`src/hw/rtl/assert_macros.svh`:
```
// Assertion helpers, included by the byte controller top file.
`ifndef ASSERT_MACROS_SVH
`define ASSERT_MACROS_SVH
`ifndef SYNTHESIS
// Property checked on every rising clock edge, suspended while reset is held.
`define ASSERT_CLKRST(label, clk, rstn, prop, msg) \
    label: assert property (@(posedge clk) disable iff (!(rstn)) (prop)) else $error(msg);
// Condition that must never be true outside reset.
`define ASSERT_NEVER(label, clk, rstn, cond, msg) \
    label: assert property (@(posedge clk) disable iff (!(rstn)) !(cond)) else $error(msg);
`else
`define ASSERT_CLKRST(label, clk, rstn, prop, msg)
`define ASSERT_NEVER(label, clk, rstn, cond, msg)
`endif
`endif

```
`src/hw/rtl/i2cmbc_pkg.sv`:
```
`timescale 1ns / 1ps
package i2cmbc_pkg;

    localparam int UNIT_W = 16;
    localparam logic [UNIT_W-1:0] UNIT_RESET = 16'd100;

    localparam logic [2:0] OP_IDLE    = 3'd0;
    localparam logic [2:0] OP_RESET   = 3'd1;
    localparam logic [2:0] OP_START   = 3'd2;
    localparam logic [2:0] OP_RESTART = 3'd3;
    localparam logic [2:0] OP_STOP    = 3'd4;
    localparam logic [2:0] OP_WRITE   = 3'd5;
    localparam logic [2:0] OP_READ    = 3'd6;

    localparam logic [3:0] BITS_PER_BYTE    = 4'd8;
    localparam logic [3:0] RESET_LAST_PHASE = 4'd13;

    typedef struct packed {
        logic [2:0] operation;
        logic [7:0] write_data;
        logic       send_nack;
        logic       sda_in;
    } in_word_t;

    typedef struct packed {
        logic       scl_level;
        logic       sda_drive;
        logic       sda_level;
        logic       busy_res;
        logic       done_res;
        logic       ack_error;
        logic [7:0] read_data;
    } out_word_t;

    // Sequencer state kept between words (the tick counter lives in the timer).
    typedef struct packed {
        logic [2:0] cmd;
        logic [3:0] phase;
        logic [3:0] bits;
        logic [7:0] shift;
        logic       scl;
        logic       sda;
        logic       sda_en;
        logic       ack;
        logic       nack;
        logic [7:0] rd_byte;
    } ctl_state_t;

    // idle, both lines released high, SDA not driven
    localparam ctl_state_t CTL_RESET = '{
        cmd:     OP_IDLE,
        phase:   4'd0,
        bits:    4'd0,
        shift:   8'd0,
        scl:     1'b1,
        sda:     1'b1,
        sda_en:  1'b0,
        ack:     1'b0,
        nack:    1'b0,
        rd_byte: 8'd0
    };

    typedef struct packed {
        logic clr;
        logic inc;
    } timer_ctl_t;

endpackage

```
`src/hw/rtl/i2cmbc_timer.sv`:
```
`timescale 1ns / 1ps
module i2cmbc_timer #(
    parameter int TICK_WIDTH = 16
) (
    input  logic                          aclk,
    input  logic                          aresetn,
    input  logic                          step,
    input  logic [i2cmbc_pkg::UNIT_W-1:0] unit_ticks,
    input  i2cmbc_pkg::timer_ctl_t        ctl,
    output logic                          unit_end
);
    import i2cmbc_pkg::*;

    localparam int CMP_W = ((TICK_WIDTH > UNIT_W) ? TICK_WIDTH : UNIT_W) + 1;
    localparam logic [CMP_W-1:0] LIMIT = CMP_W'(1) << TICK_WIDTH;

    logic [TICK_WIDTH-1:0] tick_reg, tick_next;
    logic [CMP_W-1:0]      unit_eff, cnt_plus;

    // zero means one tick; longer than the counter saturates
    always_comb begin
        unit_eff = CMP_W'(unit_ticks);
        if (unit_ticks == '0) begin
            unit_eff = CMP_W'(1);
        end else if (unit_eff > LIMIT) begin
            unit_eff = LIMIT;
        end
        cnt_plus = CMP_W'(tick_reg) + CMP_W'(1);
        unit_end = (cnt_plus >= unit_eff);
    end

    always_comb begin
        tick_next = tick_reg;
        if (ctl.clr) begin
            tick_next = '0;
        end else if (ctl.inc) begin
            tick_next = cnt_plus[TICK_WIDTH-1:0];
        end
    end

    always_ff @(posedge aclk) begin
        if (!aresetn) begin
            tick_reg <= '0;
        end else if (step) begin
            tick_reg <= tick_next;
        end
    end

endmodule

```
`src/hw/rtl/i2cmbc_step.sv`:
```
`timescale 1ns / 1ps
module i2cmbc_step (
    input  i2cmbc_pkg::ctl_state_t st,
    input  i2cmbc_pkg::in_word_t   in_word,
    input  logic                   unit_end,
    output i2cmbc_pkg::ctl_state_t st_next,
    output i2cmbc_pkg::timer_ctl_t tmr,
    output i2cmbc_pkg::out_word_t  res
);
    import i2cmbc_pkg::*;

    // pin actions on entering the current phase
    function automatic ctl_state_t enter_phase(ctl_state_t s, logic sda_in);
        ctl_state_t r;
        r = s;
        case (s.cmd)
            OP_RESET: begin
                case (s.phase)
                    4'd0: begin r.sda_en = 1'b1; r.sda = 1'b1; r.scl = 1'b1; end
                    4'd2: r.scl = 1'b1;
                    4'd4: r.sda = 1'b1;
                    default: ;
                endcase
            end
            OP_START: begin
                case (s.phase)
                    4'd0: begin r.sda_en = 1'b1; r.sda = 1'b1; r.scl = 1'b1; end
                    4'd1: r.scl = 1'b1;
                    4'd2: r.sda = 1'b0;
                    4'd3: r.scl = 1'b0;
                    default: ;
                endcase
            end
            OP_RESTART: begin
                // SCL goes low before SDA is released
                case (s.phase)
                    4'd0: r.scl = 1'b0;
                    4'd1: begin r.sda_en = 1'b1; r.sda = 1'b1; end
                    4'd2: r.scl = 1'b1;
                    4'd3: r.sda = 1'b0;
                    default: ;
                endcase
            end
            OP_STOP: begin
                case (s.phase)
                    4'd0: begin r.sda_en = 1'b1; r.sda = 1'b0; end
                    4'd1: r.scl = 1'b1;
                    4'd2: r.sda = 1'b1;
                    default: ;
                endcase
            end
            OP_WRITE: begin
                case (s.phase)
                    4'd0: begin r.scl = 1'b0; r.sda_en = 1'b1; r.sda = s.shift[7]; end
                    4'd1: r.scl = 1'b1;
                    4'd3: r.scl = 1'b0;
                    4'd4: r.sda_en = 1'b0;
                    4'd5: r.scl = 1'b1;
                    4'd6: begin r.ack = sda_in; r.scl = 1'b0; end
                    default: ;
                endcase
            end
            OP_READ: begin
                case (s.phase)
                    4'd0: begin r.sda_en = 1'b0; r.scl = 1'b0; end
                    4'd1: r.scl = 1'b1;
                    4'd2: r.shift = {s.shift[6:0], sda_in};
                    4'd3: r.scl = 1'b0;
                    4'd5: begin r.sda_en = 1'b1; r.sda = 1'b1; end
                    4'd6: r.sda = s.nack;
                    4'd7: r.scl = 1'b1;
                    4'd8: r.scl = 1'b0;
                    default: ;
                endcase
            end
            default: ;
        endcase
        return r;
    endfunction

    ctl_state_t adv;
    logic       fin;
    logic       busy, done;
    logic [3:0] bits_inc;

    assign bits_inc = st.bits + 4'd1;

    // next phase, or end of the sequence
    always_comb begin
        adv = st;
        fin = 1'b0;
        adv.phase = st.phase + 4'd1;
        case (st.cmd)
            OP_WRITE: begin
                if (st.phase == 4'd3) begin
                    adv.shift = {st.shift[6:0], 1'b0};
                    adv.bits  = bits_inc;
                    adv.phase = (bits_inc < BITS_PER_BYTE) ? 4'd0 : 4'd4;
                end else if (st.phase >= 4'd6) begin
                    fin = 1'b1;
                end
            end
            OP_READ: begin
                if (st.phase == 4'd4) begin
                    adv.bits  = bits_inc;
                    adv.phase = (bits_inc < BITS_PER_BYTE) ? 4'd1 : 4'd5;
                end else if (st.phase >= 4'd8) begin
                    fin = 1'b1;
                end
            end
            OP_RESET:              fin = (st.phase >= RESET_LAST_PHASE);
            OP_START, OP_RESTART:  fin = (st.phase >= 4'd3);
            default:               fin = (st.phase >= 4'd2);
        endcase
    end

    always_comb begin
        st_next = st;
        tmr     = '0;
        busy    = 1'b0;
        done    = 1'b0;
        if (st.cmd == OP_IDLE) begin
            if (in_word.operation inside {[OP_RESET:OP_READ]}) begin
                st_next.cmd   = in_word.operation;
                st_next.phase = '0;
                st_next.bits  = '0;
                if (in_word.operation == OP_WRITE) begin
                    st_next.shift = in_word.write_data;
                end
                if (in_word.operation == OP_READ) begin
                    st_next.shift = '0;
                    st_next.nack  = in_word.send_nack;
                end
                st_next = enter_phase(st_next, in_word.sda_in);
                tmr.clr = 1'b1;
                busy    = 1'b1;
            end
        end else begin
            busy = 1'b1;
            if (unit_end) begin
                tmr.clr = 1'b1;
                if (fin) begin
                    st_next = st;
                    if (st.cmd == OP_RESTART) begin
                        st_next.scl = 1'b0;
                    end
                    if (st.cmd == OP_READ) begin
                        st_next.rd_byte = st.shift;
                    end
                    st_next.cmd   = OP_IDLE;
                    st_next.phase = '0;
                    done          = 1'b1;
                end else begin
                    st_next = enter_phase(adv, in_word.sda_in);
                end
            end else begin
                tmr.inc = 1'b1;
            end
        end
    end

    always_comb begin
        res.scl_level = st_next.scl;
        res.sda_drive = st_next.sda_en;
        res.sda_level = st_next.sda;
        res.busy_res  = busy;
        res.done_res  = done;
        res.ack_error = st_next.ack;
        res.read_data = st_next.rd_byte;
    end

endmodule

```
`src/hw/rtl/i2c_master_byte_controller_unit.sv`:
```
// I2C master byte controller.
// Each input word on s_ (s_valid/s_ready, s_data) is one bus tick and may
// carry a command: reset, start, restart, stop, write byte or read byte.
// A command is taken only when no sequence runs; otherwise it is a plain tick.
// Every input word yields exactly one result word on m_ (m_valid/m_ready,
// m_data) carrying the SCL/SDA pin levels, busy/done, ack_error, read_data.
// The result is registered and shows the cycle after
// the input word is taken.
// Throughput: one word per cycle; a new word is taken while the result
// register is empty or being drained in that same cycle.
// Bus timing is counted in words: each phase lasts unit_ticks words, set through
// cfg_we/cfg_wdata; the user must write it only while the block is idle, the block does not enforce it.
// Reset (aresetn low, synchronous): sequencer idle, SCL and SDA released
// high, SDA not driven, unit_ticks back to 100.
// A stalled receiver (m_ready low) holds the result word and drops s_ready
// once the register is full, so no tick is lost and the bus timing freezes.
`timescale 1ns / 1ps
`include "assert_macros.svh"
module i2c_master_byte_controller_unit #(
    parameter int TICK_WIDTH = 16
) (
    input  logic                          aclk,
    input  logic                          aresetn,
    input  logic                          cfg_we,
    input  logic [i2cmbc_pkg::UNIT_W-1:0] cfg_wdata,
    input  logic                          s_valid,
    output logic                          s_ready,
    input  i2cmbc_pkg::in_word_t          s_data,
    output logic                          m_valid,
    input  logic                          m_ready,
    output i2cmbc_pkg::out_word_t         m_data
);
    import i2cmbc_pkg::*;

    logic [UNIT_W-1:0] unit_reg;
    ctl_state_t        state_reg, state_next;
    timer_ctl_t        tmr;
    out_word_t         res;
    out_word_t         m_data_reg;
    logic              m_valid_reg;
    logic              unit_end;
    logic              accept;

    // output register frees up in the same cycle it drains
    assign s_ready = !m_valid_reg || m_ready;
    assign accept  = s_valid && s_ready;
    assign m_valid = m_valid_reg;
    assign m_data  = m_data_reg;

    always_ff @(posedge aclk) begin
        if (!aresetn) begin
            unit_reg <= UNIT_RESET;
        end else if (cfg_we) begin
            unit_reg <= cfg_wdata;
        end
    end

    i2cmbc_timer #(
        .TICK_WIDTH (TICK_WIDTH)
    ) u_timer (
        .aclk       (aclk),
        .aresetn    (aresetn),
        .step       (accept),
        .unit_ticks (unit_reg),
        .ctl        (tmr),
        .unit_end   (unit_end)
    );

    i2cmbc_step u_step (
        .st       (state_reg),
        .in_word  (s_data),
        .unit_end (unit_end),
        .st_next  (state_next),
        .tmr      (tmr),
        .res      (res)
    );

    // sequencer state advances once per accepted tick
    always_ff @(posedge aclk) begin
        if (!aresetn) begin
            state_reg <= CTL_RESET;
        end else if (accept) begin
            state_reg <= state_next;
        end
    end

    always_ff @(posedge aclk) begin
        if (!aresetn) begin
            m_valid_reg <= 1'b0;
        end else if (accept) begin
            m_valid_reg <= 1'b1;
        end else if (m_ready) begin
            m_valid_reg <= 1'b0;
        end
    end

    always_ff @(posedge aclk) begin
        if (accept) begin
            m_data_reg <= res;
        end
    end

    `ASSERT_CLKRST(a_done_goes_idle, aclk, aresetn, accept && res.done_res |=> state_reg.cmd == OP_IDLE, "done without return to idle")
    `ASSERT_CLKRST(a_busy_when_active, aclk, aresetn, accept && state_reg.cmd != OP_IDLE |-> res.busy_res, "active sequence not reported busy")
    `ASSERT_NEVER(a_phase_range, aclk, aresetn, state_reg.phase > RESET_LAST_PHASE, "phase index out of range")
    `ASSERT_NEVER(a_bit_range, aclk, aresetn, state_reg.bits > BITS_PER_BYTE, "bit count past one byte")

endmodule
```
`config.mk`:
```
export PLATFORM = sky130hd
export DESIGN_NAME = i2c_master_byte_controller_unit
export DESIGN_NICKNAME = d
export VERILOG_FILES = /design/src/hw/rtl/i2cmbc_pkg.sv /design/src/hw/rtl/i2cmbc_timer.sv /design/src/hw/rtl/i2cmbc_step.sv /design/src/hw/rtl/i2c_master_byte_controller_unit.sv
export VERILOG_INCLUDE_DIRS = /design/src /design/src/hw/rtl
export SDC_FILE = /design/constraint.sdc
export NUM_CORES = 1
export LEC_CHECK = 0
export BUFFER_PORTS_ARGS = -buffer_cell sky130_fd_sc_hd__buf_2
export CAP_MARGIN = 20
export CELL_PAD_IN_SITES_DETAIL_PLACEMENT = 1
export CELL_PAD_IN_SITES_GLOBAL_PLACEMENT = 1
export CORE_MARGIN = 5
export CORE_UTILIZATION = 43
export CTS_CLUSTER_SIZE = 25
export DETAILED_ROUTE_END_ITERATION = 16
export PLACE_DENSITY_LB_ADDON = 0.1
export RECOVER_POWER = 100
export SLEW_MARGIN = 40
export SYNTH_ARGS = -nofsm -noshare
export SYNTH_HDL_FRONTEND = slang
export SYNTH_HIERARCHICAL = 1
export SYNTH_SLANG_ARGS = --single-unit
```
`constraint.sdc`:
```
create_clock -name aclk -period 6.85 [get_ports aclk]
set_input_delay 0 -clock aclk [delete_from_list [all_inputs] [get_ports aclk]]
set_output_delay 0 -clock aclk [all_outputs]
set_load 0.005 [all_outputs]
```
After elaboration in Yosys (flattened, before gate mapping)
Cells that the tools add are included.
{ "word_totals": {"romBits": 0, "in_bits": 34, "latchBits": 0, "ram_bits": 0, "output_inout_bits": 16, "reg_bits": 79, "mem_count": 0} }
{ "op_classes": {"n_lt_le_gt_ge": 10, "bitwise": 1, "n_mux": 56, "n_shift": 0, "reduce_logical": 31, "add_sub_neg": 3, "eq_ne": 27, "n_div": 0, "multipliers": 0} }
{ "ops": {"columns": ["cell", "n"], "rows": [
  ["two-way mux 32 bit", 4],
  ["two-way mux 8 bit", 7],
  ["two-way mux 16 bit", 3],
  ["two-way mux 17 bit", 2],
  ["one-hot mux 1 bit (2 select lines)", 12],
  ["two-way mux 1 bit", 22],
  ["== test 4 x 3 -> 1 bit (second input constant)", 5],
  ["== test 3 bit (second input constant)", 6],
  ["one-hot mux 3 bit (6 select lines)", 1],
  ["adder 16 x 1 -> 17 bit (second input constant)", 1],
  [">= comparator 17 bit", 1],
  ["> comparator 16 x 17 -> 1 bit (second input constant)", 1],
  ["zero test 16 bit", 1],
  ["one-hot mux 8 bit (2 select lines)", 1],
  ["OR reduction 2 bit", 8],
  ["== test 3 x 2 -> 1 bit (second input constant)", 4],
  ["== test 4 x 2 -> 1 bit (second input constant)", 3],
  ["AND reduction 4 bit", 3],
  ["OR reduction 3 bit", 3],
  ["adder 4 x 1 -> 4 bit (second input constant)", 2],
  [">= comparator 4 x 2 -> 1 bit (second input constant)", 2],
  [">= comparator 4 bit (second input constant)", 2],
  ["nonzero test 2 bit", 4],
  ["AND reduction 7 bit", 1],
  ["24 further kinds", 29]
]} }

Depth between registers and ports, before layout
{ "depth": {"ltp_word": 12, "mapped_depth": 19} }

Hierarchy
Netlist, hierarchy kept.
{ "modules_own_cells": {"columns": ["module", "cells_per_inst", "area_per_inst_um2", "seq_area_each_um2", "n_inst"], "rows": [
  ["i2c_master_byte_controller_unit", 210, 2369.8, 1401.3, 1],
  ["i2cmbc_step", 285, 1883.1, 0.0, 1],
  ["i2cmbc_timer", 204, 1582.8, 320.3, 1]
]} }

Worst setup path after synthesis
No wires, ideal clock.
{ "synth_path": {"kind": "flip-flop to flip-flop", "startpoint": "register u_timer.tick_reg[0]", "endpoint": "register state_reg[3] (netlist name)", "stages_incl_launch_ff": 16, "n_path_buf": 1, "setup_time_ns": 0.118, "arrival_time_ns": 3.704, "t_required_ns": 6.732, "slack_ns": 3.028, "cell_sequence": "dfxtp_1 -> ha_1 -> nand3_1 -> o21a_1 -> or2_2 -> ha_1 -> nand4_1 -> a2111oi_0 -> a211o_1 -> a211o_1 -> o2111ai_1 -> nor2_1 -> mux2_2 -> buf_4 -> nand2_1 -> mux2i_1"} }
{ "synth_rtl": {"columns": ["element", "line_no", "text"], "rows": [
  ["from (decl)", "i2cmbc_timer.sv:17", "logic [TICK_WIDTH-1:0] tick_reg, tick_next;"],
  ["from (signal assigned)", "i2cmbc_timer.sv:45", "tick_reg <= tick_next;"],
  ["to (signal assigned)", "i2c_master_byte_controller_unit.sv:83", "state_reg <= state_next;"],
  ["to (decl)", "i2c_master_byte_controller_unit.sv:36", "ctl_state_t state_reg, state_next;"]
]} }

Worst setup path in the final report
{ "layout_path": {"startpoint": "register m_valid_reg (netlist: m_valid)", "endpoint": "register u_timer.tick_reg[9]"} }
{ "layout_via": {"elab_chain_cells": 4} }
{ "layout_lines": {"columns": ["element", "line_no", "text"], "rows": [
  ["from (decl)", "i2c_master_byte_controller_unit.sv:40", "logic m_valid_reg;"],
  ["from (signal assigned)", "i2c_master_byte_controller_unit.sv:89", "m_valid_reg <= 1'b0;"],
  ["from (signal assigned)", "i2c_master_byte_controller_unit.sv:91", "m_valid_reg <= 1'b1;"],
  ["from (signal assigned)", "i2c_master_byte_controller_unit.sv:93", "m_valid_reg <= 1'b0;"],
  ["zero test 1 bit", "i2c_master_byte_controller_unit.sv:45", "assign s_ready = !m_valid_reg || m_ready;"],
  ["logical OR 1 bit", "i2c_master_byte_controller_unit.sv:45", null],
  ["logical AND 1 bit", "i2c_master_byte_controller_unit.sv:46", "assign accept = s_valid && s_ready;"],
  ["AND reduction 2 bit (no source line)", null, null]
]} }
Every way passes these cells.
A chain may end at the register's enable or synchronous reset.

==> results.md <==
- Post-synthesis sequential area ratio: 0.295
- Clk slew on worst S/H paths: ~0.070 ns
- Initial antenna violation count: 0
- R2R depth: 5
- Row count: 42
- Crit Path Category: reg -> reg
- DR vias: between 5k and 6k
- Failing checks: max-capacitance violations, max-slew violations
- RSZ-0062 raised after global routing: false
- Ys flop type: dfxtp_1
- Placer Congestion: 0.886
- Worst rel slew slack: -1.66
- Height of the die: 126 um
- Synthesis-stage register bit count: just under 80
- Leak: 2.57 nW
- Tcrit/Tclk final: 0.748
- Critical Path End: u_timer/tick_reg[9]
- I/O Buffers: 49
- # Post-CTS Setup Buffers: 0
- Post-layout util: 0.480
- Max Clock Skew: between 0.01 and 0.015 ns
- Clk root buf: clkbuf_16
- Clock Path Buffers: 2
- Critical path arrival: 5.40 ns
- DRT iter0 DRCs: 398
- RR Endpoint: u_timer/tick_reg[9]
- Clock H-tree levels: 3
- Pin count of the biggest net entering global routing: a little under 100
- Worst setup SP type: flop
- GR Overflow Total: 0
- Final Hold Vio Count: 0
- FF-to-FF setup slack: 1.72 ns
- Antenna viol nets, final: 0
- Mean Syn Cell Area: 8.35 um2
- Flop pwr share: 0.428
- Post-Synthesis Cells: approximately 700
- Comb power frac: 0.188
- CTS Buf Count: 9
- DP Wirelength: 12000 um
- Mapped Nets: 756
- Yosys warnings: 6
- Pint: 0.839 mW
- Post-Syn Area: 0.00584 mm2
- I/O pin count: 50
- CP Max Fanout: 54
- WL final: around 17000 um
- Setup ws final: roughly 1.7 ns
- DRC: 0
- Layout cells sized above 1: 0.109
- FF-to-FF Start: m_valid
- Psw: 0.386 mW
- Final net count: 779
- Sw Ratio: 0.315
- Die ar.: 0.0160 mm2
- Via density: 5.89
- Worst-Skew Late Latency: 0.35 ns
- CTS Sinks: 79
- # diodes: 0
- Final Setup Violations: 0
- Die X: 126 um
- Tmin final: 5.13 ns
- CP Launch Point: m_valid
- CP Capture Type: flop
- Initial cell density of the core: 0.439
- Fmax: 0.195 GHz
- TritonRoute pass-1 iters: 6
- Overall power: 1.23 mW
- Hold WC Path Type: in -> reg
- Slew at the pin closest to its max-slew limit: approximately 4.0 ns
- Worst Path Required: ~7.1 ns
- Max_cap viols: 2
- Max VDD drop: 121 uV
- Total Routing Usage GR: 0.218
- Number of synthesized flops with an enable pin: 14
- Unique masters post-synth: 85
- Core box area: 0.0133 mm2
- Vias in the first global route: roughly 5.5k
- Status: finished with violations
- Final hold slack: 0.0113 ns
- Power Dens Cells: 192 mW/mm2
- Min-delay src: s_data[0]
- Layout area overhead: 9.35%
- Max Slew Vio Count: 68
- Pre-CTS setup slack: between 2 and 2.5 ns
- Ys async rst share: 0
- Detailed-route wire length per cell: 19.2 um
- CTS tree: yes
- TNS Setup: 0 ns
- First-pass GRT wire length: 28400 um
- Largest register FFs: 32
- Clock share of power: 0.384
cell usage in the layout, fill, tap and decap left out, drive strengths merged, types with 11 or more instances in the layout:
cell / instances
a21boi: 14
a21oi: 39
buf: 43
clkbuf: 18
dfxtp: 65
dlygate4sd3: 18
edfxtp: 14
ha: 23
inv: 34
mux2: 11
mux2i: 54
nand2: 98
nand3: 16
nor2: 40
nor2b: 28
nor3: 12
o21ai: 31
Yosys cell counts, types with 7 or more instances:
cell,n,area share
ha_1,23,0.049
inv_1,32,0.021
a31oi_1,7,0.0075
dfxtp_1,65,0.22
buf_4,16,0.021
nand3_1,15,0.013
clkbuf_1,23,0.015
nand4_1,10,0.011
a21boi_0,13,0.017
mux2i_1,54,0.093
nor3_1,10,0.0086
edfxtp_1,14,0.072
nor2b_1,28,0.030
nand2_1,98,0.063
buf_2,7,0.0060
o21ai_0,26,0.022
nor4_1,10,0.011
buf_6,7,0.014
a21oi_1,39,0.033
xnor2_1,7,0.011
or3_1,9,0.0096
nand2b_1,7,0.0075
nor2_1,39,0.025
worst max-delay path, cell delays in order (launching register included):
cell	delay, ns
dfxtp_1	0.32
nand2b_2	0.10
and2_0	2.86
nand3b_1	0.89
or3_2	0.69
a21boi_0	0.17
area by class of cell:
type / instances / area [um2]
clock inverters: 7 / 57.6
multi-input cells: 530 / 3600
flip-flops and latches: 79 / 1720
repair buffers: 70 / 438
well taps: 176 / 220
clock buffers: 9 / 225
inverters: 32 / 120
fillers: 1617 / 6910
logic make-up after synthesis:
kind of cell	share of synthesized area
AOI/OAI and AO/OA	0.199
xor gates and xnor gates	0.0195
adders and majority gates	0.0493
buffers and inverters	0.0873
DFF	0.295
muxes	0.114
and+or+nand+nor	0.236
repair_timing:
action,CTS,global route
hold buffers,17,1
gates resized for setup,0,0
endpoints found under the hold margin,18,1
stage by stage:
step                      instances  instance area (um2)
after global routing            903                 6380
after global placement          869                 5940
after floorplan                 699                 5840
after detailed placement        869                 5940
final                           903                 6380
after CTS                       902                 6400
layer usage:
layer	wire length, um	share of wire	GRT usage	vias to the layer above
met4	617	0.036	0.0978	0
met5	0	0	0	-
met1	7100	0.41	0.247	2621
li1	-	-	-	2552
met2	9050	0.52	0.403	110
met3	539	0.031	0.0303	39
power groups by stage:
stage / registers (mW) / clock network (mW) / logic (mW)
after global placement: 0.534 / 0 / 0.213
after detailed placement: 0.534 / 0 / 0.218
after CTS: 0.524 / 0.479 / 0.228
after floorplan: 0.519 / 0 / 0.172
after global routing: 0.529 / 0.501 / 0.253
final: 0.525 / 0.471 / 0.230
how the worst min path moves through the flow:
| stage | cells after the start | slack, ns | end |
|---|---|---|---|
| 6_report | 2 | 0.01 | m_data[8] |
| 5_1_grt | 2 | 0.01 | m_data[8] |
| 4_1_cts | 2 | 0.002 | m_data[8] |
| 3_5_place_dp | 3 | 0.22 | unit_reg[6] |
| 3_3_place_gp | 3 | 0.22 | unit_reg[6] |
| 2_1_floorplan | 1 | 0.11 | s_ready |
Power figures use the tool's default switching activity.
